`config.mk`:
```
export PLATFORM = sky130hd
export DESIGN_NAME = i2c_bit_level_master_core
export DESIGN_NICKNAME = d
export VERILOG_FILES = /design/src/hw/rtl/i2cbm_pkg.sv /design/src/hw/rtl/i2cbm_seq.sv /design/src/hw/rtl/i2c_bit_level_master_core.sv
export SDC_FILE = /design/constraint.sdc
export NUM_CORES = 1
export LEC_CHECK = 0
export BUFFER_PORTS_ARGS = -buffer_cell sky130_fd_sc_hd__buf_2
export CORE_UTILIZATION = 40
export CTS_BUF_LIST = sky130_fd_sc_hd__clkbuf_4 sky130_fd_sc_hd__clkbuf_8
export DETAILED_ROUTE_END_ITERATION = 6
export GPL_TIMING_DRIVEN = 0
export PLACE_DENSITY = 0.6
export SYNTH_ARGS = -nofsm -noshare
export SYNTH_HDL_FRONTEND = slang
export SYNTH_HIERARCHICAL = 1
export SYNTH_SLANG_ARGS = --single-unit
```
`constraint.sdc`:
```
create_clock -name clk_i -period 6.1 [get_ports clk_i]
set_input_delay 0 -clock clk_i [delete_from_list [all_inputs] [get_ports clk_i]]
set_output_delay 0 -clock clk_i [all_outputs]
set_load 0.005 [all_outputs]
```
`src/hw/rtl/i2cbm_pkg.sv`:
```
// Shared types, codes and helpers for the I2C bit-level master.
package i2cbm_pkg;

  typedef enum logic [2:0] {
    CMD_IDLE    = 3'd0,
    CMD_START   = 3'd1,
    CMD_STOP    = 3'd2,
    CMD_WRITE   = 3'd3,
    CMD_WAITACK = 3'd4,
    CMD_READ    = 3'd5
  } cmd_e;

  typedef enum logic [1:0] {
    REG_HALF_PERIOD = 2'd0,
    REG_START_STOP  = 2'd1,
    REG_ACK_TIMEOUT = 2'd2
  } reg_idx_e;

  localparam logic [2:0] PH_0 = 3'd0;
  localparam logic [2:0] PH_1 = 3'd1;
  localparam logic [2:0] PH_2 = 3'd2;
  localparam logic [2:0] PH_3 = 3'd3;
  localparam logic [2:0] PH_4 = 3'd4;

  localparam logic [3:0]  BITS_PER_BYTE   = 4'd8;
  localparam logic [15:0] RST_HALF_PERIOD = 16'd2;
  localparam logic [15:0] RST_START_STOP  = 16'd4;
  localparam logic [15:0] RST_ACK_TIMEOUT = 16'd250;

  typedef struct packed {
    logic [15:0] half_period;
    logic [15:0] start_stop;
    logic [15:0] ack_timeout;
  } cfg_t;

  typedef struct packed {
    logic       scl;
    logic       sda;
    logic       drv;
    logic       busy;
    logic       done;
    logic       err;
    logic [7:0] rdata;
  } res_t;

  // zero delay counts as one tick
  function automatic logic [15:0] load_delay(input logic [15:0] n);
    return (n == 16'd0) ? 16'd1 : n;
  endfunction

endpackage

```
`src/hw/rtl/i2cbm_seq.sv`:
```
// Command sequencer: bit-level state and next-word computation.
module i2cbm_seq (
  input  logic              clk_i,
  input  logic              rst_ni,
  input  logic              step_i,
  input  logic [2:0]        mode_i,
  input  logic [7:0]        write_data_i,
  input  logic              send_ack_i,
  input  logic              sda_in_i,
  input  i2cbm_pkg::cfg_t   cfg_i,
  output i2cbm_pkg::res_t   res_o
);
  import i2cbm_pkg::*;

  cmd_e        cmd_q, cmd_d;
  logic [2:0]  phase_q, phase_d;
  logic [3:0]  bit_idx_q, bit_idx_d;
  logic [3:0]  bit_inc;
  logic [7:0]  shift_q, shift_d;
  logic [15:0] delay_q, delay_d;
  logic [15:0] tout_q, tout_d;
  logic        scl_q, scl_d;
  logic        sda_q, sda_d;
  logic        drv_q, drv_d;
  logic        ack_choice_q, ack_choice_d;
  logic        err_q, err_d;
  logic [7:0]  read_q, read_d;
  logic        fin;

  assign bit_inc = bit_idx_q + 4'd1;

  always_comb begin
    cmd_d        = cmd_q;
    phase_d      = phase_q;
    bit_idx_d    = bit_idx_q;
    shift_d      = shift_q;
    delay_d      = delay_q;
    tout_d       = tout_q;
    scl_d        = scl_q;
    sda_d        = sda_q;
    drv_d        = drv_q;
    ack_choice_d = ack_choice_q;
    err_d        = err_q;
    read_d       = read_q;
    fin          = 1'b0;

    if (cmd_q != CMD_IDLE) begin
      if (cmd_q == CMD_WAITACK && phase_q == PH_2) begin
        if (!sda_in_i) begin
          scl_d = 1'b0; sda_d = 1'b1; drv_d = 1'b0;
          fin   = 1'b1;
        end else if (tout_q >= cfg_i.ack_timeout) begin
          // timed out: run a stop
          err_d   = 1'b1;
          cmd_d   = CMD_STOP;
          phase_d = PH_0;
          scl_d = 1'b1; sda_d = 1'b0; drv_d = 1'b1;
          delay_d = load_delay(cfg_i.start_stop);
        end else begin
          tout_d = tout_q + 16'd1;
        end
      end else if (delay_q > 16'd1) begin
        delay_d = delay_q - 16'd1;
      end else begin
        delay_d = '0;
        case (cmd_q)
          CMD_START: begin
            if (phase_q == PH_0) begin
              scl_d = 1'b1; sda_d = 1'b0; drv_d = 1'b1;
              delay_d = load_delay(cfg_i.start_stop);
              phase_d = PH_1;
            end else begin
              scl_d = 1'b0; sda_d = 1'b0; drv_d = 1'b1;
              fin   = 1'b1;
            end
          end
          CMD_STOP: begin
            if (phase_q == PH_0) begin
              scl_d = 1'b1; sda_d = 1'b1; drv_d = 1'b1;
              delay_d = load_delay(cfg_i.start_stop);
              phase_d = PH_1;
            end else begin
              fin = 1'b1;
            end
          end
          CMD_WRITE: begin
            if (phase_q == PH_0) begin
              scl_d = 1'b1; drv_d = 1'b1;
              delay_d = load_delay(cfg_i.half_period);
              phase_d = PH_1;
            end else if (phase_q == PH_1) begin
              scl_d = 1'b0; drv_d = 1'b1;
              delay_d = load_delay(cfg_i.half_period);
              phase_d = PH_2;
            end else begin
              bit_idx_d = bit_inc;
              if (bit_inc >= BITS_PER_BYTE) begin
                fin = 1'b1;
              end else begin
                scl_d = 1'b0; sda_d = shift_q[7]; drv_d = 1'b1;
                shift_d = {shift_q[6:0], 1'b0};
                delay_d = load_delay(cfg_i.half_period);
                phase_d = PH_0;
              end
            end
          end
          CMD_WAITACK: begin
            scl_d = 1'b1; sda_d = 1'b1; drv_d = 1'b0;
            tout_d  = '0;
            phase_d = PH_2;
          end
          CMD_READ: begin
            case (phase_q)
              PH_0: begin
                scl_d = 1'b1; sda_d = 1'b1; drv_d = 1'b0;
                shift_d = {shift_q[6:0], sda_in_i};
                delay_d = 16'd1;
                phase_d = PH_1;
              end
              PH_1: begin
                bit_idx_d = bit_inc;
                if (bit_inc < BITS_PER_BYTE) begin
                  scl_d = 1'b0; sda_d = 1'b1; drv_d = 1'b0;
                  delay_d = load_delay(cfg_i.half_period);
                  phase_d = PH_0;
                end else begin
                  read_d = shift_q;
                  scl_d = 1'b0; sda_d = !ack_choice_q; drv_d = 1'b1;
                  delay_d = load_delay(cfg_i.half_period);
                  phase_d = PH_2;
                end
              end
              PH_2: begin
                scl_d = 1'b1; drv_d = 1'b1;
                delay_d = load_delay(cfg_i.half_period);
                phase_d = PH_3;
              end
              PH_3: begin
                scl_d = 1'b0; drv_d = 1'b1;
                if (!ack_choice_q) begin
                  fin = 1'b1;
                end else begin
                  delay_d = load_delay(cfg_i.half_period);
                  phase_d = PH_4;
                end
              end
              default: fin = 1'b1;
            endcase
          end
          default: fin = 1'b1;
        endcase
      end
      if (fin) begin
        cmd_d   = CMD_IDLE;
        phase_d = PH_0;
        delay_d = '0;
      end
    end else begin
      case (mode_i)
        CMD_START: begin
          cmd_d = CMD_START; phase_d = PH_0; bit_idx_d = '0; tout_d = '0;
          scl_d = 1'b1; sda_d = 1'b1; drv_d = 1'b1;
          delay_d = load_delay(cfg_i.start_stop);
        end
        CMD_STOP: begin
          cmd_d = CMD_STOP; phase_d = PH_0; bit_idx_d = '0; tout_d = '0;
          scl_d = 1'b1; sda_d = 1'b0; drv_d = 1'b1;
          delay_d = load_delay(cfg_i.start_stop);
        end
        CMD_WRITE: begin
          cmd_d = CMD_WRITE; phase_d = PH_0; bit_idx_d = '0; tout_d = '0;
          scl_d = 1'b0; sda_d = write_data_i[7]; drv_d = 1'b1;
          shift_d = {write_data_i[6:0], 1'b0};
          delay_d = load_delay(cfg_i.half_period);
        end
        CMD_WAITACK: begin
          cmd_d = CMD_WAITACK; phase_d = PH_0; bit_idx_d = '0; tout_d = '0;
          err_d = 1'b0;
          sda_d = 1'b1; drv_d = 1'b0;
          delay_d = 16'd1;
        end
        CMD_READ: begin
          cmd_d = CMD_READ; phase_d = PH_0; bit_idx_d = '0; tout_d = '0;
          ack_choice_d = send_ack_i;
          shift_d = '0;
          scl_d = 1'b0; sda_d = 1'b1; drv_d = 1'b0;
          delay_d = load_delay(cfg_i.half_period);
        end
        default: ;
      endcase
    end
  end

  always_ff @(posedge clk_i or negedge rst_ni) begin
    if (!rst_ni) begin
      cmd_q        <= CMD_IDLE;
      phase_q      <= PH_0;
      bit_idx_q    <= '0;
      shift_q      <= '0;
      delay_q      <= '0;
      tout_q       <= '0;
      scl_q        <= 1'b1;
      sda_q        <= 1'b1;
      drv_q        <= 1'b1;
      ack_choice_q <= 1'b0;
      err_q        <= 1'b0;
      read_q       <= '0;
    end else if (step_i) begin
      cmd_q        <= cmd_d;
      phase_q      <= phase_d;
      bit_idx_q    <= bit_idx_d;
      shift_q      <= shift_d;
      delay_q      <= delay_d;
      tout_q       <= tout_d;
      scl_q        <= scl_d;
      sda_q        <= sda_d;
      drv_q        <= drv_d;
      ack_choice_q <= ack_choice_d;
      err_q        <= err_d;
      read_q       <= read_d;
    end
  end

  always_comb begin
    res_o.scl   = scl_d;
    res_o.sda   = sda_d;
    res_o.drv   = drv_d;
    res_o.busy  = (cmd_d != CMD_IDLE);
    res_o.done  = fin;
    res_o.err   = err_d;
    res_o.rdata = read_d;
  end

endmodule

```
`src/hw/rtl/i2c_bit_level_master_core.sv`:
```
// I2C bit-level master: config registers, sequencer and two-entry output buffer.
// An accepted word's result is registered into the free entry of the output buffer.
// Throughput: one input word per cycle while the skid entry is empty; one tick per word.
// The two-entry output buffer keeps input ready while one result waits to be taken.
// Reset (async, active low): idle, SCL/SDA high and driven, error and read byte clear,
// registers back to half period 2, start/stop 4, ack timeout 250; no results pending.
module i2c_bit_level_master_core (
  input  logic        clk_i,
  input  logic        rst_ni,
  input  logic        in_valid_i,
  output logic        in_ready_o,
  input  logic [2:0]  mode_i,
  input  logic [7:0]  write_data_i,
  input  logic        send_ack_i,
  input  logic        sda_in_i,
  output logic        out_valid_o,
  input  logic        out_ready_i,
  output logic        scl_out_o,
  output logic        sda_out_o,
  output logic        sda_drive_o,
  output logic        busy_res_o,
  output logic        done_res_o,
  output logic        ack_error_o,
  output logic [7:0]  read_data_o,
  input  logic        cfg_we_i,
  input  logic [1:0]  cfg_idx_i,
  input  logic [15:0] cfg_data_i
);
  import i2cbm_pkg::*;

  cfg_t cfg_q;
  res_t res;
  res_t out_q, skid_q;
  logic out_vld_q, skid_vld_q;
  logic in_fire, out_fire;

  assign in_ready_o = !skid_vld_q;
  assign in_fire    = in_valid_i && in_ready_o;
  assign out_fire   = out_vld_q && out_ready_i;

  always_ff @(posedge clk_i or negedge rst_ni) begin
    if (!rst_ni) begin
      cfg_q.half_period <= RST_HALF_PERIOD;
      cfg_q.start_stop  <= RST_START_STOP;
      cfg_q.ack_timeout <= RST_ACK_TIMEOUT;
    end else if (cfg_we_i) begin
      case (cfg_idx_i)
        REG_HALF_PERIOD: cfg_q.half_period <= cfg_data_i;
        REG_START_STOP:  cfg_q.start_stop  <= cfg_data_i;
        REG_ACK_TIMEOUT: cfg_q.ack_timeout <= cfg_data_i;
        default: ;
      endcase
    end
  end

  i2cbm_seq u_seq (
    .clk_i        (clk_i),
    .rst_ni       (rst_ni),
    .step_i       (in_fire),
    .mode_i       (mode_i),
    .write_data_i (write_data_i),
    .send_ack_i   (send_ack_i),
    .sda_in_i     (sda_in_i),
    .cfg_i        (cfg_q),
    .res_o        (res)
  );

  always_ff @(posedge clk_i or negedge rst_ni) begin
    if (!rst_ni) begin
      out_vld_q  <= 1'b0;
      skid_vld_q <= 1'b0;
    end else if (skid_vld_q) begin
      if (out_fire) begin
        skid_vld_q <= 1'b0;
      end
    end else if (in_fire) begin
      if (!out_vld_q || out_fire) begin
        out_vld_q <= 1'b1;
      end else begin
        skid_vld_q <= 1'b1;
      end
    end else if (out_fire) begin
      out_vld_q <= 1'b0;
    end
  end

  always_ff @(posedge clk_i) begin
    if (skid_vld_q) begin
      if (out_fire) begin
        out_q <= skid_q;
      end
    end else if (in_fire) begin
      if (!out_vld_q || out_fire) begin
        out_q <= res;
      end else begin
        skid_q <= res;
      end
    end
  end

  assign out_valid_o = out_vld_q;
  assign scl_out_o   = out_q.scl;
  assign sda_out_o   = out_q.sda;
  assign sda_drive_o = out_q.drv;
  assign busy_res_o  = out_q.busy;
  assign done_res_o  = out_q.done;
  assign ack_error_o = out_q.err;
  assign read_data_o = out_q.rdata;

endmodule

```
# After elaboration in Yosys (flattened, before gate mapping)
# Cells that the tools add are included.
dict set report op_classes {
  add_sub_neg 3
  n_lt_le_gt_ge 4
  eq_ne 37
  mux 134
  bitwise 3
  reduce_logical 43
}
# op n
set op_table {}
lappend op_table {{16-bit two-way mux} 20}
lappend op_table {{16-bit case mux with 3 select lines} 3}
lappend op_table {{8-bit two-way mux} 13}
lappend op_table {{14-bit two-way mux} 4}
lappend op_table {{1-bit two-way mux} 52}
lappend op_table {{3-bit two-way mux} 17}
lappend op_table {{16-bit zero test} 2}
lappend op_table {{8-bit case mux with 2 select lines} 2}
lappend op_table {{3-bit != test (second input constant)} 10}
lappend op_table {{4-bit two-way mux} 7}
lappend op_table {{3-bit case mux with 4 select lines} 2}
lappend op_table {{3-bit by 2-bit equality test with 1-bit output (second input constant)} 6}
lappend op_table {{16-bit by 1-bit adder with 16-bit output (second input constant)} 1}
lappend op_table {{16-bit >= comparator} 1}
lappend op_table {{16-bit by 1-bit > comparator with 1-bit output (second input constant)} 1}
lappend op_table {{2-bit OR reduction} 8}
lappend op_table {{16-bit by 1-bit subtractor with 16-bit output (second input constant)} 1}
lappend op_table {{1-bit case mux with 5 select lines} 3}
lappend op_table {{3-bit case mux with 5 select lines} 1}
lappend op_table {{7-bit != test (second input constant)} 2}
lappend op_table {{3-bit equality test (second input constant)} 4}
lappend op_table {{4-bit != test (second input constant)} 3}
lappend op_table {{3-bit AND reduction} 4}
lappend op_table {{1-bit case mux with 2 select lines} 5}
lappend op_table {{32 further kinds} 52}
dict set report totals {
  register_bits 141
  in_bits 36
}

# Depth between registers and ports, before layout
dict set report logic_depth {
  ltp_word 15
  ltp_mapped 12
  mapped_depth_nobuf 10
}

# Hierarchy
# The synthesis kept the hierarchy.
# module n_inst cells_per_inst area_per_inst_um2 seq_area_each_um2
set by_module_without_submodules {}
lappend by_module_without_submodules {i2cbm_seq 1 669 5327.6 1580.3}
lappend by_module_without_submodules {i2c_bit_level_master_core 1 159 2940.3 2102.0}

# Least setup slack after synthesis
# Ideal clock, no wire load.
dict set report synth_timing {
  path_kind {reg-to-reg}
  startpoint {register u_seq.delay_q[15]}
  endpoint {register out_q (netlist bit read_data_o[0]) (data pin)}
  setup_ns 0.260
  t_arrival_ns 2.495
  required_ns 5.840
  slack_ns 3.345
  stages_incl_launch_ff 8
  path_buffers 1
  cell_sequence {dfrtp_1 > or4_4 > or2_2 > buf_2 > nor3_1 > nand4_1 > mux2_2 > mux2_2}
}
# item line
set synth_lines {}
lappend synth_lines {{start: declaration} i2cbm_seq.sv:20} ;# logic [15:0] delay_q, delay_d;
lappend synth_lines {{start signal: assignment} i2cbm_seq.sv:213} ;# delay_q <= delay_d;
lappend synth_lines {{end signal: assignment} i2c_bit_level_master_core.sv:90} ;# out_q <= skid_q;
lappend synth_lines {{end signal: assignment} i2c_bit_level_master_core.sv:94} ;# out_q <= res;
lappend synth_lines {{end: declaration} i2c_bit_level_master_core.sv:33} ;# res_t out_q, skid_q;

==> impl_metrics.json <==
{
  "status": "finished, final reports clean",
  "fin_area_sq_um": 9681,
  "worstMarginPinSlew_ns": 0.8570,
  "cpMostUsedCell": "mux2_2",
  "power_density_nw_per_um2": 397.8,
  "p_clk_frac": 0.224,
  "synth_edf_count": 28,
  "synthArstFlopShare": 0.8014,
  "drv_cap": 0,
  "route.met3.wl_um": 1544,
  "synth_commonest_cells": "dfrtp_1 (102), mux2_2 (82), nor2_1 (65), nand2_1 (55), o21ai_0 (55)",
  "cts_tree": "yes",
  "drt-total-wl_um": 22960,
  "final_util": 0.4784,
  "maxUsedRoutingLayer": "met4",
  "grt_max_degree": 97,
  "crit_path_end_kind": "register",
  "routed_via_density": 5.815,
  "fin_crit_ns": 3.553,
  "vias": 7059,
  "cp.arrival_ns": 3.76,
  "fmax_ghz": 0.2815,
  "path_cells": "inv_1, ha_1, clkbuf_1, nor2_1, or2_2, buf_2, nor3_1, nand4_1, mux2_2, mux2_2",
  "grt_pass1_wl_um": 36820,
  "die_w_um": 145.8,
  "final_cells": 1214,
  "synth_top_area_frac": 0.3087,
  "gp_congestion": 0.9274,
  "post-route-drc-count": 0,
  "ys_seq_area_frac": 0.4454,
  "core_area_sq_um": 20230,
  "syn_nets": 886,
  "port_buffers": 50,
  "cp_max_fo": 9,
  "intPower_mw": 2.319,
  "post-route-period-util": 0.5824,
  "path_clk_slew_ns": 0.09,
  "ant_nets": 0,
  "drtIter0Drc": 727,
  "drive_gt1_frac": 0.2299,
  "cts_sinks": 141,
  "finalSetupViolCount": 0,
  "crit_path_top_delay_cell": "nand4_1",
  "wl_met2_um": 10570,
  "chipHeight_um": 145.8,
  "hold_ws_ns": 0.03981,
  "seqPwrFrac": 0.387,
  "synth_top_area_cell": "dfrtp_1",
  "globalRoute.totalOverflow": 0,
  "cts_root_buf": "clkbuf_8",
  "dieArea_sq_um": 21250,
  "critPathKind": "reg2reg",
  "power.switching_mw": 1.531,
  "synthFlopType": "dfrtp_1",
  "worstPathBufferInverterCount": 3,
  "post_cts_resized": 0,
  "clockBufferDepth": 2,
  "place_area_sq_um": 8906,
  "grt_setup_unrepaired": "false",
  "clock_skew_ns": 0.01237,
  "worstSkewPairLatency_ns": 0.45,
  "slew_headroom": 0.4243,
  "wire_per_inst_um": 18.91,
  "area_growth_pct": 17.09,
  "yosysMostFrequentCell": "dfrtp_1",
  "synth_cell_types": 78,
  "grt_use_total": 0.2212,
  "hpwl_um": 16450,
  "place_inst": 1150,
  "std_cell_rows": 52,
  "yosysWarningCount": 6,
  "power_mw": 3.851,
  "ir_drop_v": 0.0002217,
  "synth_area_sq_um": 8268,
  "start_kind": "register",
  "tns_ns": 0,
  "yosys_register_bits": 141,
  "total_leakage_power_nw": 3.975,
  "setup_ws_ns": 2.547,
  "initial_core_util": 0.4086,
  "io-pin-count": 52,
  "critical-path-top-delay-family": "simple AND/OR/NAND/NOR gates",
  "diodes": 0,
  "wl_met1_um": 10180,
  "switching_share": 0.3977,
  "p_comb_frac": 0.389,
  "finalNetCount": 989,
  "antenna_found_initial": 0,
  "drtPass1Iterations": 5,
  "synthTopCellsByArea": "dfrtp_1 (31%), mux2_2 (11%), edfxtp_1 (10%)",
  "cp.required_ns": 6.31,
  "drv_slew": 0,
  "dp_slack_ns": 2.614,
  "syn_inst": 828,
  "hold_violations": 0,
  "hp-class": "in2reg",
  "cts_buffers": 17,
  "slowest_delay_ns": 0.54,
  "h-tree-depth": 4,
  "synth.avg_cell_area_sq_um": 9.985,
  "grt_pass1_vias": 6693
}
area by class of cell:
type | instances | area (sq um)
clock buffer | 18 | 241.5
timing repair buffer | 84 | 615.6
inverter | 31 | 116.4
multi-input combinational | 604 | 4235
fill | 1939 | 10550
tap | 270 | 337.8
clock inverter | 14 | 206.4
buffer | 52 | 245.2
sequential | 141 | 3682
cell families after synthesis:
kind of cell / Yosys count / synth area share
adder cells (fa/ha/maj): 22 / 0.03329
AND/OR/NAND/NOR: 248 / 0.1554
XOR/XNOR: 16 / 0.01695
AO/OA/AOI/OAI: 229 / 0.1851
buffers and inverters: 83 / 0.04373
multiplexers: 89 / 0.1202
flip-flops: 141 / 0.4454
worst paths after layout:
kind                             startpoint                 end  slack (ns)  cells after the start
min in group asynchronous            rst_ni         u_seq/sda_q        0.07                      2
min                               mode_i[0]  u_seq/ack_choice_q        0.04                      3
min reg2reg                 u_seq/read_q[1]     u_seq/read_q[1]        0.50                      1
max in group asynchronous            rst_ni           cfg_q[14]        4.83                      3
max reg2reg                u_seq/delay_q[0]      read_data_o[1]        2.55                     10
max                        u_seq/delay_q[0]      read_data_o[1]        2.55                     10
placed cells by master, fill, tap and decap left out, types with 31 or more instances in the layout:
cell and count:
dfrtp_1 102, mux2_2 82, nor2_1 65, nand2_1 55, o21ai_0 55, buf_2 54, a21oi_1 51, clkbuf_1 34
dlygate4sd3_1 32, inv_1 31
flip-flops by register name, indices dropped and copies added (netlist names), 3 cells and up:
name,count
cfg_q,48
read_data_o,8
skid_q,14
u_seq/bit_idx_q,4
u_seq/cmd_q,3
u_seq/delay_q,16
u_seq/phase_q,3
u_seq/read_q,8
u_seq/shift_q,8
u_seq/tout_q,16
metal layers:
metal | vias to the layer above | track usage
met5 | - | 0
met4 | 0 | 0.08526
met3 | 49 | 0.04483
met2 | 293 | 0.3490
met1 | 3413 | 0.2987
li1 | 3304 | -
timing repair:
action / CTS / global route
endpoints found under the setup margin: 0 / 0
buffers inserted: 0 / 0
hold endpoints to repair: 168 / 0
hold buffers: 32 / 0
worst reg2reg max path: stages (launching register included):
cell and delay [ns]:
dfrtp_1 0.46, inv_1 0.09, ha_1 0.13, clkbuf_1 0.35, nor2_1 0.17, or2_2 0.30
buf_2 0.18, nor3_1 0.38, nand4_1 0.54, mux2_2 0.48, mux2_2 0.26
power groups by stage:
stage / logic, mW / clock network, mW / registers [mW]
floorplan: 1.05 / 0 / 1.43
global route: 1.66 / 0.917 / 1.52
global placement: 1.43 / 0 / 1.50
finish: 1.50 / 0.864 / 1.49
CTS: 1.47 / 0.887 / 1.48
detailed placement: 1.45 / 0 / 1.50
Power figures use the tool's default switching activity.
